## src/rtl/core/vau_pkg.sv

```systemverilog
// shared types and constants for the vector arithmetic unit
package vau_pkg;

  localparam int DATA_W      = 32;
  localparam int ACC_W       = 66;
  localparam int SQRT_STAGES = 16;

  localparam logic [DATA_W-1:0] SAT_MAX = 32'h7fff_ffff;
  localparam logic [DATA_W-1:0] SAT_MIN = 32'h8000_0000;

  typedef enum logic [2:0] {
    OP_ADD       = 3'd0,
    OP_SUB       = 3'd1,
    OP_SCALE     = 3'd2,
    OP_DOT       = 3'd3,
    OP_CROSS     = 3'd4,
    OP_MAGNITUDE = 3'd5,
    OP_NORMALIZE = 3'd6
  } op_t;

  typedef struct packed {
    logic                     vld;
    logic [2:0]               op;
    logic [2:0][DATA_W-1:0]   res;
    logic                     sat;
    logic [2:0][DATA_W-1:0]   a;
  } vau_item_t;

endpackage

```

## src/rtl/core/vau_sqrt.sv

```systemverilog
// pipelined integer square root, two result bits per stage
module vau_sqrt import vau_pkg::*; (
  input  logic        clk,
  input  logic [63:0] radicand,
  output logic [31:0] root
);

  localparam int STEPS = 2;
  localparam int RW    = 36;

  logic [RW-1:0] rem_r  [SQRT_STAGES];
  logic [31:0]   root_r [SQRT_STAGES];
  logic [63:0]   rad_r  [SQRT_STAGES];

  for (genvar g = 0; g < SQRT_STAGES; g++) begin : g_stage
    logic [RW-1:0] rem_in;
    logic [31:0]   root_in;
    logic [63:0]   rad_in;
    logic [RW-1:0] rem_nxt;
    logic [31:0]   root_nxt;
    logic [63:0]   rad_nxt;

    if (g == 0) begin : g_first
      assign rem_in  = '0;
      assign root_in = '0;
      assign rad_in  = radicand;
    end else begin : g_next
      assign rem_in  = rem_r[g-1];
      assign root_in = root_r[g-1];
      assign rad_in  = rad_r[g-1];
    end

    always_comb begin
      logic [RW-1:0] rv;
      logic [RW-1:0] trial;
      logic [31:0]   qv;
      logic [63:0]   dv;
      rv = rem_in;
      qv = root_in;
      dv = rad_in;
      for (int j = 0; j < STEPS; j++) begin
        rv    = {rv[RW-3:0], dv[63:62]};
        dv    = {dv[61:0], 2'b00};
        trial = {2'b00, qv, 2'b01};
        if (rv >= trial) begin
          rv = rv - trial;
          qv = {qv[30:0], 1'b1};
        end else begin
          qv = {qv[30:0], 1'b0};
        end
      end
      rem_nxt  = rv;
      root_nxt = qv;
      rad_nxt  = dv;
    end

    always_ff @(posedge clk) begin
      rem_r[g]  <= rem_nxt;
      root_r[g] <= root_nxt;
      rad_r[g]  <= rad_nxt;
    end
  end

  assign root = root_r[SQRT_STAGES-1];

endmodule

```

## config.mk

```make
export PLATFORM = sky130hd
export DESIGN_NAME = vau_sqrt
export DESIGN_NICKNAME = d
export VERILOG_FILES = /design/src/rtl/core/vau_pkg.sv /design/src/rtl/core/vau_sqrt.sv
export SDC_FILE = /design/constraint.sdc
export NUM_CORES = 2
export LEC_CHECK = 0
export BUFFER_PORTS_ARGS = -buffer_cell sky130_fd_sc_hd__buf_2
export CAP_MARGIN = 10
export CORE_MARGIN = 5
export CORE_UTILIZATION = 30
export DETAILED_ROUTE_END_ITERATION = 7
export PLACE_DENSITY = 0.55
export SYNTH_ARGS = -nofsm -noshare
export SYNTH_HDL_FRONTEND = slang
export SYNTH_SLANG_ARGS = --single-unit
```

## constraint.sdc

```tcl
create_clock -name clk -period 6.47 [get_ports clk]
set_input_delay 1.294 -clock clk [delete_from_list [all_inputs] [get_ports clk]]
set_output_delay 1.294 -clock clk [all_outputs]
set_load 0.02 [all_outputs]
```

# ---- Word level (Yosys, flattened, before mapping)
# Memories as Yosys holds them, arrays and structs flattened.
# Cells that the tools add are included.
# Widths: inputs -> output; s select.
dict set report word_totals {
  output_inout_bits 32
  reg_bits 0
  input_bits 65
  ram_bits 2048
  memories 3
  wordCells 131
}
dict set report op_classes {
  n_lt_le_gt_ge 32
  n_addsub 32
  mux 64
}
# name words word_bits read_ports rd_clocked_by_memory_dff wr line
set memory_table {}
lappend memory_table {rad_r 16 60 15 0 16 vau_sqrt.sv:13} ;# logic [63:0] rad_r [SQRT_STAGES];
lappend memory_table {rem_r 16 36 15 0 16 vau_sqrt.sv:11} ;# logic [RW-1:0] rem_r [SQRT_STAGES];
lappend memory_table {root_r 16 32 16 0 16 vau_sqrt.sv:12} ;# logic [31:0] root_r [SQRT_STAGES];
# operator count
set op_table {}
lappend op_table {{$ge 36x34->1} 30}
lappend op_table {{$mux 36} 16}
lappend op_table {{$mux 34} 16}
lappend op_table {{$sub 36x34->36} 15}
lappend op_table {{$sub 34x34->34} 15}
lappend op_table {{$ge 36x3->1} 1}
lappend op_table {{$sub 36x3->36} 1}
lappend op_table {{$mux 1} 32}
lappend op_table {{$sub 2x1->3 const B} 1}
lappend op_table {{$ge 2x1->1 const B} 1}

# ---- Logic depth before layout (Yosys ltp)
# An unclocked memory read counts as a cell.
dict set report logic_depth {
  ltp_word 5
  mapped_depth 32
  depth_no_buf 29
}

# ---- Worst setup path after synthesis
# OpenSTA, ideal clock, no wires.
dict set report synth_path {
  path_type {reg2reg}
  startpoint {memory root_r[8][9] (netlist: root_r[1][9])}
  endpoint {memory rem_r[9][33] (netlist: rem_r[1][69])}
  period_less_slack_ns 6.009
  t_arrival_ns 5.937
  path_buffers 5
  required_ns 6.398
  setup_slack_ns 0.461
  stages_incl_launch_ff 32
  setup_ns 0.072
  path_cell_list {dfxtp_1 -> inv_1 -> ha_1 -> clkbuf_1 -> a21oi_1 -> o21ai_0 -> a211oi_1 -> o21bai_1 -> a221o_1 -> a21oi_1 -> nand3_1 -> inv_2 -> clkbuf_1 -> clkbuf_1 -> o21ai_0 -> ha_1 -> a21o_1 -> a21o_1 -> a21o_1 -> a21o_1 -> a211o_1 -> a21o_1 -> a21oi_1 -> a21oi_1 -> a31oi_1 -> and2_1 -> and4_1 -> buf_2 -> inv_2 -> clkbuf_1 -> nand4_1 -> xnor2_1}
}
# element line
set synth_lines {}
lappend synth_lines {{start: declaration} vau_sqrt.sv:12}
lappend synth_lines {{end: declaration} vau_sqrt.sv:11}

==> results.md <==
- Post-synthesis cell type count: 101
- Nets: 8,823
- Die Ht: 488.8 um
- Clk slew on worst S/H paths: 60 ps
- Num rows: 175
- Crit path capture type: flip-flop
- CTS Sinks: 1,239
- Pint: 17,410 uW
- GRT overflow: 0
- Gr usage total: 16.60%
- Maximum vdd ir drop: 278.6 uV
- CP startpoint kind: flip-flop
- Mapped Avg Cell Area: 8.553 um^2
- Prevailing post-synth register cell: dfxtp_1
- Clock latency on the worst-skew pair: 790 ps
- Clock power share: 30.4%
- Metal1 wirelength: 90.89 mm
- Seq cells post-synth: 1,239
- Clock Path Buffers: 3
- Post-synth EDFFs: 0
- Worst Path Arrival: 6820 ps
- Slew HR: 18.87%
- Die ar.: 238,900 um^2
- Async set-reset flop share out of synthesis: 0%
- TritonCTS clock tree: built
- Sequential cell area fraction in the yosys report: 36.06%
- Fmax: 163.7 MHz
- Root Buffer Master: clkbuf_16
- WP data required: 7180 ps
- Cell accounting for the most synthesized area: dfxtp_1
- Largest cells by area after synthesis: dfxtp_1, ha_1, xnor2_1
- Die width: 488.8 um
- Slew Limit Fails: 0
- Filler instances: 23,560
- Period minus WS final: 6109 ps
- Sw frac: 36.31%
- Outcome: finished clean
- Post-route DRC: 0
- # setup viols final: 0
- Syn Inst Count: 8,042
- Met2 WL: 99.25 mm
- Top Ports: 97
- Detailed Route Iter0 Violations: 3,993
- Power Density: 348.8 nW/um^2
- Unrepaired setup endpoints after global routing: false
- Seq pwr share: 37.4%
- R2r setup slk: 360 ps
- TritonRoute pass-1 iters: 6
- First-pass GRT wire length: 318.8 mm
- Fin Clk Skew: 39.16 ps
- Tot Pwr: 27,340 uW
- Initial Util: 30.20%
- Static leakage: 0.03547 uW
- Critical path class: reg2reg
- Final setup TNS: 0 ps
- Vias in the first global route: 56,590
- Final period util: 94.42%
- DR vias: 58,300
- Area grow syn2layout: 13.96%
- Synthesized area: 68,780 um^2
- Combinational Power Share: 32.1%
- Routed length per placed instance: 18.12 um
- Top-count cell post-synth: dfxtp_1
- Antenna-violating nets left: 0
- Final wirelength: 205.3 mm
- Routability congestion estimate: 0.9348
- Worst-path maximum fanout: 46
- Endpoints failing hold: 0
- Synth top cells by count: dfxtp_1, nand2_1, nor2_1
- Synth Warn #: 0
- Pin count of the biggest net entering global routing: 50
- Initial antenna violation count: 8
- Highest Signal Layer: met4
- Met3 wire len: 7.627 mm
- Hold Crit Class: reg2reg
- Max Cap Viol: 0
- Core Footprint: 227,700 um^2
- CTS Buf Count: 140
- Drt via density: 5.146
- Buffers on Ports: 96
- Synth top area share: 36.06%
- Switching power total: 9926 uW
- CTS hold repair buffers: 0
- H-tree levels: 4
- Least-Margin Pin Slew: 1206 ps
- Layout cells sized above 1: 8.765%
- Post-DP HPWL: 167.1 mm
[critical path, cell delays in order (launching register included)]
cell and delay, ps:
dfxtp_1 320, inv_1 60, ha_1 380, nand3_1 190, inv_1 110, nand2_1 80, or4_1 610, a211oi_1 270
o31a_1 300, clkinvlp_4 180, buf_4 170, buf_12 170, o21ai_0 310, ha_1 390, o21ai_0 240, a21oi_1 130
a221o_1 300, a41o_1 270, a221oi_1 260, buf_4 200, o21ai_0 150, a311oi_2 380, a21oi_1 150, a211oi_1 260
xnor2_1 140
[cell families after synthesis]
logic type | synth area share (%)
buffers and inverters | 3.977
flip-flops | 36.06
AND/OR/NAND/NOR | 18.49
adder cells (fa/ha/maj) | 10.15
XOR/XNOR | 9.563
AO/OA/AOI/OAI | 19.81
multiplexers | 1.936
other | 0.005452
[layer usage]
layer,track usage (%),vias to the layer above
met2,29.05,1326
met3,1.825,353
li1,-,29040
met1,21.05,27580
met5,0,-
met4,6.024,0
[final cells by class]
class	count	area [um^2]	share of cell area [%]
multi-input cells	6084	41370	52.78
flip-flops and latches	1239	24800	31.65
clock buffers	175	3836	4.894
well taps	3009	3765	4.803
inverters	507	1911	2.438
repair buffers	228	1570	2.003
clock inverters	84	1116	1.424
diodes	3	7.507	0.009578
[power by group through the flow]
| stage | registers [uW] | logic [uW] | clock network [uW] |
|---|---|---|---|
| final | 10200 | 8790 | 8310 |
| after global routing | 10400 | 9720 | 8900 |
| after CTS | 10200 | 8740 | 8580 |
| after detailed placement | 10400 | 8690 | 0 |
| after global placement | 10400 | 8630 | 0 |
| after floorplan | 9730 | 6670 | 0 |
[cells in the final DEF (no fill, tap or decap), drive strengths merged, types with 266 or more instances in the layout]
cell type / netlist / final
inv: 501 / 517
nor2: 619 / 619
a21o: 266 / 266
o21ai: 437 / 437
nand2: 647 / 647
xor2: 279 / 279
dfxtp: 1239 / 1239
a21oi: 618 / 618
ha: 558 / 558
xnor2: 472 / 472
[stage by stage]
stage          setup slack (ps)  util [%]  cells  cell area [um^2]  hold WS [ps]
5_1_grt                   8.774     34.42  11330             78370         317.9
6_report                  360.8     34.42  11330             78380         314.5
4_1_cts                   105.5     34.35  11320             78230         314.3
2_1_floorplan             460.7         -   8044             68790         309.6
3_5_place_dp              23.14     32.18  11060             73270         312.1
3_3_place_gp              104.4     32.18  11060             73270         309.9
[final timing paths]
| path | startpoint | to | depth (start not counted) |
|---|---|---|---|
| max reg2reg | root_r[1][184] | rem_r[1][247] | 24 |
| max | root_r[1][184] | rem_r[1][247] | 24 |
| min | rad_r[0][466] | rad_r[1][50] | 0 |
| min reg2reg | rad_r[0][466] | rad_r[1][50] | 0 |
[what timing repair did]
item / in CTS / in global routing
endpoints found under the setup margin: 3 / 149
endpoints found under the hold margin: 0 / 0
setup buffers: 0 / 4
gates cloned: 0 / 0
gates resized for setup: 1 / 34
pin swaps: 0 / 2
[state kept, by name (all words and copies together), names as in the netlist]
register and cells:
rad_r 480, rem_r 487, root_r 272
(Power assumes the default switching activity.)
