==> config.mk <==
export PLATFORM = sky130hd
export DESIGN_NAME = vau_div
export DESIGN_NICKNAME = d
export VERILOG_FILES = /design/src/rtl/core/vau_pkg.sv /design/src/rtl/core/vau_div.sv
export SDC_FILE = /design/constraint.sdc
export NUM_CORES = 2
export LEC_CHECK = 0
export BUFFER_PORTS_ARGS = -buffer_cell sky130_fd_sc_hd__buf_4
export CORE_AREA = 2 2 379 381
export DETAILED_ROUTE_END_ITERATION = 10
export DIE_AREA = 0 0 381 383
export SLEW_MARGIN = 20
export SYNTH_ARGS = -nofsm -noshare
export SYNTH_HDL_FRONTEND = slang
export SYNTH_SLANG_ARGS = --single-unit
==> constraint.sdc <==
create_clock -name clk -period 7.7 [get_ports clk]
set_input_delay 0.385 -clock clk [delete_from_list [all_inputs] [get_ports clk]]
set_output_delay 0.385 -clock clk [all_outputs]
set_load 0.005 [all_outputs]
==> src/rtl/core/vau_pkg.sv <==
// shared types and constants for the vector arithmetic unit
package vau_pkg;

  localparam int DATA_W      = 32;
  localparam int ACC_W       = 66;
  localparam int SQRT_STAGES = 16;

  localparam logic [DATA_W-1:0] SAT_MAX = 32'h7fff_ffff;
  localparam logic [DATA_W-1:0] SAT_MIN = 32'h8000_0000;

  typedef enum logic [2:0] {
    OP_ADD       = 3'd0,
    OP_SUB       = 3'd1,
    OP_SCALE     = 3'd2,
    OP_DOT       = 3'd3,
    OP_CROSS     = 3'd4,
    OP_MAGNITUDE = 3'd5,
    OP_NORMALIZE = 3'd6
  } op_t;

  typedef struct packed {
    logic                     vld;
    logic [2:0]               op;
    logic [2:0][DATA_W-1:0]   res;
    logic                     sat;
    logic [2:0][DATA_W-1:0]   a;
  } vau_item_t;

endpackage

==> src/rtl/core/vau_div.sv <==
// pipelined restoring divider for one normalized component
module vau_div import vau_pkg::*; #(
  parameter int FRAC_BITS = 16
) (
  input  logic                     clk,
  input  logic signed [DATA_W-1:0] dividend,
  input  logic [DATA_W-1:0]        divisor,
  output logic signed [DATA_W-1:0] quotient
);

  localparam int STAGES = (FRAC_BITS + 2) / 2;
  localparam int NB     = 2 * STAGES;
  localparam int DW     = DATA_W + FRAC_BITS;
  localparam int RW     = 35;
  localparam int STEPS  = 2;

  logic [DATA_W-1:0] mag;
  logic [DW-1:0]     dvd;

  logic [RW-1:0]     rem_r  [STAGES];
  logic [NB-1:0]     bits_r [STAGES];
  logic [NB-1:0]     quo_r  [STAGES];
  logic [DATA_W-1:0] den_r  [STAGES];
  logic              neg_r  [STAGES];
  logic [DATA_W-1:0] q_mag;

  assign mag = dividend[DATA_W-1] ? (~dividend + 32'd1) : dividend;
  assign dvd = {mag, {FRAC_BITS{1'b0}}};

  for (genvar g = 0; g < STAGES; g++) begin : g_stage
    logic [RW-1:0]     rem_in;
    logic [NB-1:0]     bits_in;
    logic [NB-1:0]     quo_in;
    logic [DATA_W-1:0] den_in;
    logic              neg_in;
    logic [RW-1:0]     rem_nxt;
    logic [NB-1:0]     bits_nxt;
    logic [NB-1:0]     quo_nxt;

    if (g == 0) begin : g_first
      // upper dividend bits are already below the divisor
      assign rem_in  = RW'(dvd[DW-1:NB]);
      assign bits_in = dvd[NB-1:0];
      assign quo_in  = '0;
      assign den_in  = divisor;
      assign neg_in  = dividend[DATA_W-1];
    end else begin : g_next
      assign rem_in  = rem_r[g-1];
      assign bits_in = bits_r[g-1];
      assign quo_in  = quo_r[g-1];
      assign den_in  = den_r[g-1];
      assign neg_in  = neg_r[g-1];
    end

    always_comb begin
      logic [RW-1:0] rv;
      logic [NB-1:0] bv;
      logic [NB-1:0] qv;
      rv = rem_in;
      bv = bits_in;
      qv = quo_in;
      for (int j = 0; j < STEPS; j++) begin
        rv = {rv[RW-2:0], bv[NB-1]};
        bv = {bv[NB-2:0], 1'b0};
        if (rv >= RW'(den_in)) begin
          rv = rv - RW'(den_in);
          qv = {qv[NB-2:0], 1'b1};
        end else begin
          qv = {qv[NB-2:0], 1'b0};
        end
      end
      rem_nxt  = rv;
      bits_nxt = bv;
      quo_nxt  = qv;
    end

    always_ff @(posedge clk) begin
      rem_r[g]  <= rem_nxt;
      bits_r[g] <= bits_nxt;
      quo_r[g]  <= quo_nxt;
      den_r[g]  <= den_in;
      neg_r[g]  <= neg_in;
    end
  end

  assign q_mag    = DATA_W'(quo_r[STAGES-1]);
  assign quotient = neg_r[STAGES-1] ? -q_mag : q_mag;

endmodule

Word-level counts from Yosys, hierarchy flattened. Memory sizes are Yosys's and may differ from the RTL's. Cells that the tools add are included.

Register bits: 0. Bits in writable memories: 918. Input bits: 65. Word-level logic and storage cells: 82. Memories: 5.

$add $sub $neg: 20. Magnitude comparators: 18. Mux-type cells: 38. Bitwise gates (word level): 1.

Memory list: rem_r (depth 9, width 35, read ports 8, clocked after memory_dff 0, write ports 9, line vau_div.sv:20) `logic [RW-1:0] rem_r [STAGES];`; den_r (depth 9, width 32, read ports 8, clocked after memory_dff 0, write ports 9, line vau_div.sv:23) `logic [DATA_W-1:0] den_r [STAGES];`; quo_r (depth 9, width 18, read ports 9, clocked after memory_dff 0, write ports 9, line vau_div.sv:22) `logic [NB-1:0] quo_r [STAGES];`; bits_r (depth 9, width 16, read ports 8, clocked after memory_dff 0, write ports 9, line vau_div.sv:21) `logic [NB-1:0] bits_r [STAGES];`; neg_r (depth 9, width 1, read ports 9, clocked after memory_dff 0, write ports 9, line vau_div.sv:24) `logic neg_r [STAGES];`.

Operator list (count): 35-bit by 32-bit greater-or-equal comparator with 1-bit output (17); 35-bit two-way mux (9); 35-bit by 32-bit subtractor with 35-bit output (9); 34-bit two-way mux (9); 34-bit by 32-bit subtractor with 34-bit output (8); 32-bit two-way mux (2); 31-bit by 32-bit subtractor with 33-bit output (1); 32-bit by 1-bit adder with 32-bit output, second input constant (1); 31-bit by 32-bit greater-or-equal comparator with 1-bit output (1); 18-bit negator with 32-bit output (1); 32-bit inverter (1); 1-bit two-way mux (18).

Longest topological paths before layout.
Depth after elaboration: 7. Depth in mapped cells: 35. Depth with buffers taken out: 32.

Least setup slack after synthesis. No wires, ideal clock.

Path type: input to register. Start: input port dividend[9]. End: memory rem_r[0][29]. Data arrival time: 6845 ps. Path slack: 768 ps. Stages on the path: 30. Path buffers: 4. Cell sequence: or4_1 or3_1 nand2b_1 nand2b_1 o41ai_1 xnor2_1 ha_1 a21o_1 a21o_1 a21o_1 nand2_1 a211o_1 nand3_1 o21ai_1 clkbuf_1 clkbuf_1 o21ai_0 ha_1 and3_1 nand4_1 o221a_2 a31oi_1 o211ai_1 a211oi_1 o211ai_1 nand3_1 buf_1 clkbuf_1 o21ai_0 o31ai_1.

RTL lines: start: declaration (line vau_div.sv:6) `input logic signed [DATA_W-1:0] dividend,`; end: declaration (line vau_div.sv:20).

==> impl_summary.md <==
Logic synthesis
Summing every instance area after synthesis gives 49280 um^2. The portion of synthesized area spent on multiplexers is 4.999%. The count of flip-flops with a built-in enable after synthesis is 0. The total nets after synthesis is roughly 6800.

Ranked by instance count, the synthesized netlist is headed by 627 x sky130_fd_sc_hd__dfxtp_1, 599 x sky130_fd_sc_hd__a21oi_1, 569 x sky130_fd_sc_hd__ha_1. The area fraction in and, or, nand and nor cells after synthesis is 15.92%. The biggest area contributor in the post-synthesis netlist is sky130_fd_sc_hd__dfxtp_1. The most repeated cell in the gate-level netlist after synthesis is sky130_fd_sc_hd__dfxtp_1.

The synthesized netlist devotes 8.762% of its cell area to XOR and XNOR gates. The primary flip-flop cell chosen by synthesis mapping is sky130_fd_sc_hd__dfxtp_1. The Yosys step of the flow raised 0 warnings.

The adder and majority cell fraction of the synthesized area is between 10 and 15%. The fraction of registers with async set/reset is 0%. The sequential-to-total area share from yosys stat is 25.47%. The gate count of the mapped netlist is 6169. The register bit count reported by yosys is about 630. The synthesized design devotes to its leading area cell type 25.47% of total area. The mean area per synthesized cell is 7.988 um^2.

The combinational family with the most area after synthesis is compound AO/OA/AOI/OAI gates. The synthesized netlist contains 92 unique library cells. The synthesized netlist devotes 25.02% of its cell area to compound gates.

By area the synthesized netlist is led by sky130_fd_sc_hd__dfxtp_1 25%, sky130_fd_sc_hd__ha_1 14%, sky130_fd_sc_hd__a21oi_1 6.1%, sky130_fd_sc_hd__xnor2_1 5.7%, sky130_fd_sc_hd__o21ai_0 4.9%.

Die
The core region area is 142300 um^2. The initial utilization of the core area, before any placement, comes to 34.64%. The die footprint is 145900 um^2.

In this run the vertical extent of the chip is 383 um. The x dimension of the die is 381 um. 97 I/O pins were placed.

The number of standard-cell rows in the floorplan is 139.

Finish
The area added between synthesis and finish is 12.74%. At the end of the flow, the number of nets in the layout was 6941. Cells with a size suffix above 1 make up 9.014% of the layout.

Clocking
Clock-pin slew was measured on the worst setup and hold paths at around 0.060 ns. In this run the number of H-tree levels came out at 3. For the worst-skew pair, the clock arrives at the later sink with an insertion delay of 0.69 ns.

The TritonCTS clock tree is yes. The clock passes through at most 3 buffers. The tree is rooted in a sky130_fd_sc_hd__clkbuf_16.

The CTS buffer count is 73. The clock net sink count is 627.

Worst setup path
STA classifies the critical path endpoint as a flip-flop. The kind of critical path is flip-flop to flip-flop. The maximum fanout along the worst path is 31. STA classifies the critical path startpoint as a flip-flop. In this design, the stage delay of the slowest critical-path cell is 0.57 ns. STA puts the critical path data arrival time at 7.81 ns. The cell type with the highest occurrence count on the critical path is sky130_fd_sc_hd__buf_4. The end of the worst register-to-register path is rem_r[0][101].

The number of cells on the worst reg-to-reg path is 25. STA puts the critical path data required time at between 8 and 9 ns. Across all register-to-register paths, the minimum setup slack is 0.43 ns.

The startpoint of the worst register-to-register path is den_r[0][33]. The slowest stage of the critical path belongs to the cell sky130_fd_sc_hd__o41ai_1.

Route
The initial DRC count is between 2000 and 3000. The total via count in the routed design is 44120. For this run, design rule violations remaining after detail routing come to 0. The number of nets still failing antenna checks after routing is 0.

In the routed layout, each cell is associated on average with a via count of 5.341. After detailed routing, the average wire length per cell comes to 17.81 um. The first-pass detailed-route iteration total is 5. The total wirelength of the detailed-routed design is 147.1 mm.

Global routing
The total grt overflow is 0. The first global-routing pass estimated 232.5 mm of wire. The number of antenna violations at the first check in global routing is 2. The largest net degree at the start of global routing is 55. In the global route stage, overall resource usage came out at between 10% and 20%.

The number of global-route vias before repair is about 44000.

Run status
The run finished with clean final reports.

STA
Clock skew on the completed layout was measured at around 0.043 ns. Static timing analysis puts the maximum clock frequency at about 140 MHz. The hold violation count in the final report is 0. The final count of pins violating max slew was 0.

Setup repair after global routing left no endpoint under its margin. For the pin with the worst max-slew slack, the measured transition is a little under 0.9 ns. The final setup TNS is 0 ns. Setup violations remaining at the end of the flow were counted as 0. The final critical-path setup slack is 0.4298 ns.

The tightest slew margin relative to the limit is between 40% and 50%. For the finished layout, the period the worst path requires is roughly 7.3 ns. The share of the clock period used by the worst path after layout is between 90% and 100%.

Min path
In this run the most critical hold path is launched from dividend[1]. The endpoint with the worst hold slack is rem_r[0][1]. The min-delay analysis places its worst path in the category input port to flip-flop. The worst hold path was traced through 5 stages.

Place
The post-detailed-placement half-perimeter wirelength is 122.0 mm. OpenSTA, run right after detailed placement, puts the worst setup slack at around 0.45 ns. During placement, the flow inserted port buffers numbering 96. The placer's final routability congestion estimate is about 0.97.

Job
The max-cap check violation count is 0.
-- worst max-delay path, delay by kind of cell, from the launching register on --
family | cells | cell delay [ns]
simple gates | 7 | 1.71
fa+ha+maj | 2 | 0.64
flops | 1 | 0.49
compound gates | 8 | 2.19
mux | 2 | 0.74
buf+inv | 6 | 1.34
-- registers in the layout (all words and copies together), names as in the netlist --
register  count
rem_r       272
den_r       256
quo_r        90
neg_r         9
-- per-stage QoR --
stage	utilization (%)	area (um^2)	instances	hold WS, ns
finish	39.05	55560	8261	0.2774
global route	39.05	55560	8260	0.2983
CTS	39.05	55550	8260	0.2324
detailed placement	36.95	52570	8091	0.3121
global placement	36.95	52570	8091	0.3098
floorplan	-	49280	6169	0.3096
-- what timing repair did --
| action | 4_1_cts | 5_1_grt |
|---|---|---|
| hold buffers | 34 | 0 |
| endpoints found under the setup margin | 0 | 6 |
| buffers inserted | 0 | 0 |
| endpoints found under the hold margin | 34 | 0 |
| gates resized for setup | 0 | 2 |
-- area by class of cell --
cell class                 count  area [um^2]
tap                         1903         2381
inverter                     470         1764
clock buffer                  84         1918
antenna                        1        2.502
clock inverter                51        725.7
multi-input combinational   4905        34360
timing repair buffer         220         1862
fill                       14630        86700
sequential                   627        12550
-- cell usage in the layout, fill, tap and decap left out, drive strengths merged, types with 70 or more instances in the layout --
cell type,netlist,layout
a21o,257,257
a21oi,600,600
buf,41,186
clkbuf,126,84
dfxtp,627,627
ha,569,569
inv,467,476
mux2,197,197
nand2,530,530
nand2b,82,82
nand3,111,111
nand4,100,100
nor2,397,397
nor2b,79,79
nor3,101,101
o21a,93,93
o21ai,487,487
o21bai,70,70
o31ai,71,71
xnor2,318,318
xor2,175,175
-- kinds of logic (layout without fill, tap and decap cells) --
family,count (synthesis),after routing
adder cells (fa/ha/maj),579,579
AND/OR/NAND/NOR,1643,1643
AO/OA/AOI/OAI,1970,1970
other,0,1
multiplexers,220,220
XOR/XNOR,493,493
buffers and inverters,637,825
flip-flops,627,627
-- worst max path at each step --
| stage | startpoint | to | slack (ns) | cells past startpoint |
|---|---|---|---|---|
| 3_5_place_dp | den_r[0][33] | rem_r[0][101] | 0.45 | 25 |
| 2_1_floorplan | dividend[9] | rem_r[0][29] | 0.77 | 30 |
| 6_report | den_r[0][33] | rem_r[0][101] | 0.43 | 25 |
| 3_3_place_gp | dividend[13] | rem_r[0][8] | 0.39 | 32 |
| 4_1_cts | den_r[0][33] | rem_r[0][101] | 0.37 | 25 |
| 5_1_grt | dividend[0] | rem_r[0][28] | 0.05 | 35 |
-- layer usage --
layer / vias to the layer above / GRT usage [%] / routed length, um
li1: 22470 / - / -
met1: 20420 / 21.94 / 60970
met2: 902 / 36.93 / 73850
met3: 335 / 2.154 / 4481
met4: 0 / 9.764 / 7819
met5: - / 0 / 0
Power is left out: the tool's default activity adds up to more than one toggle a clock period on the data nets, which glitch-free logic cannot reach.
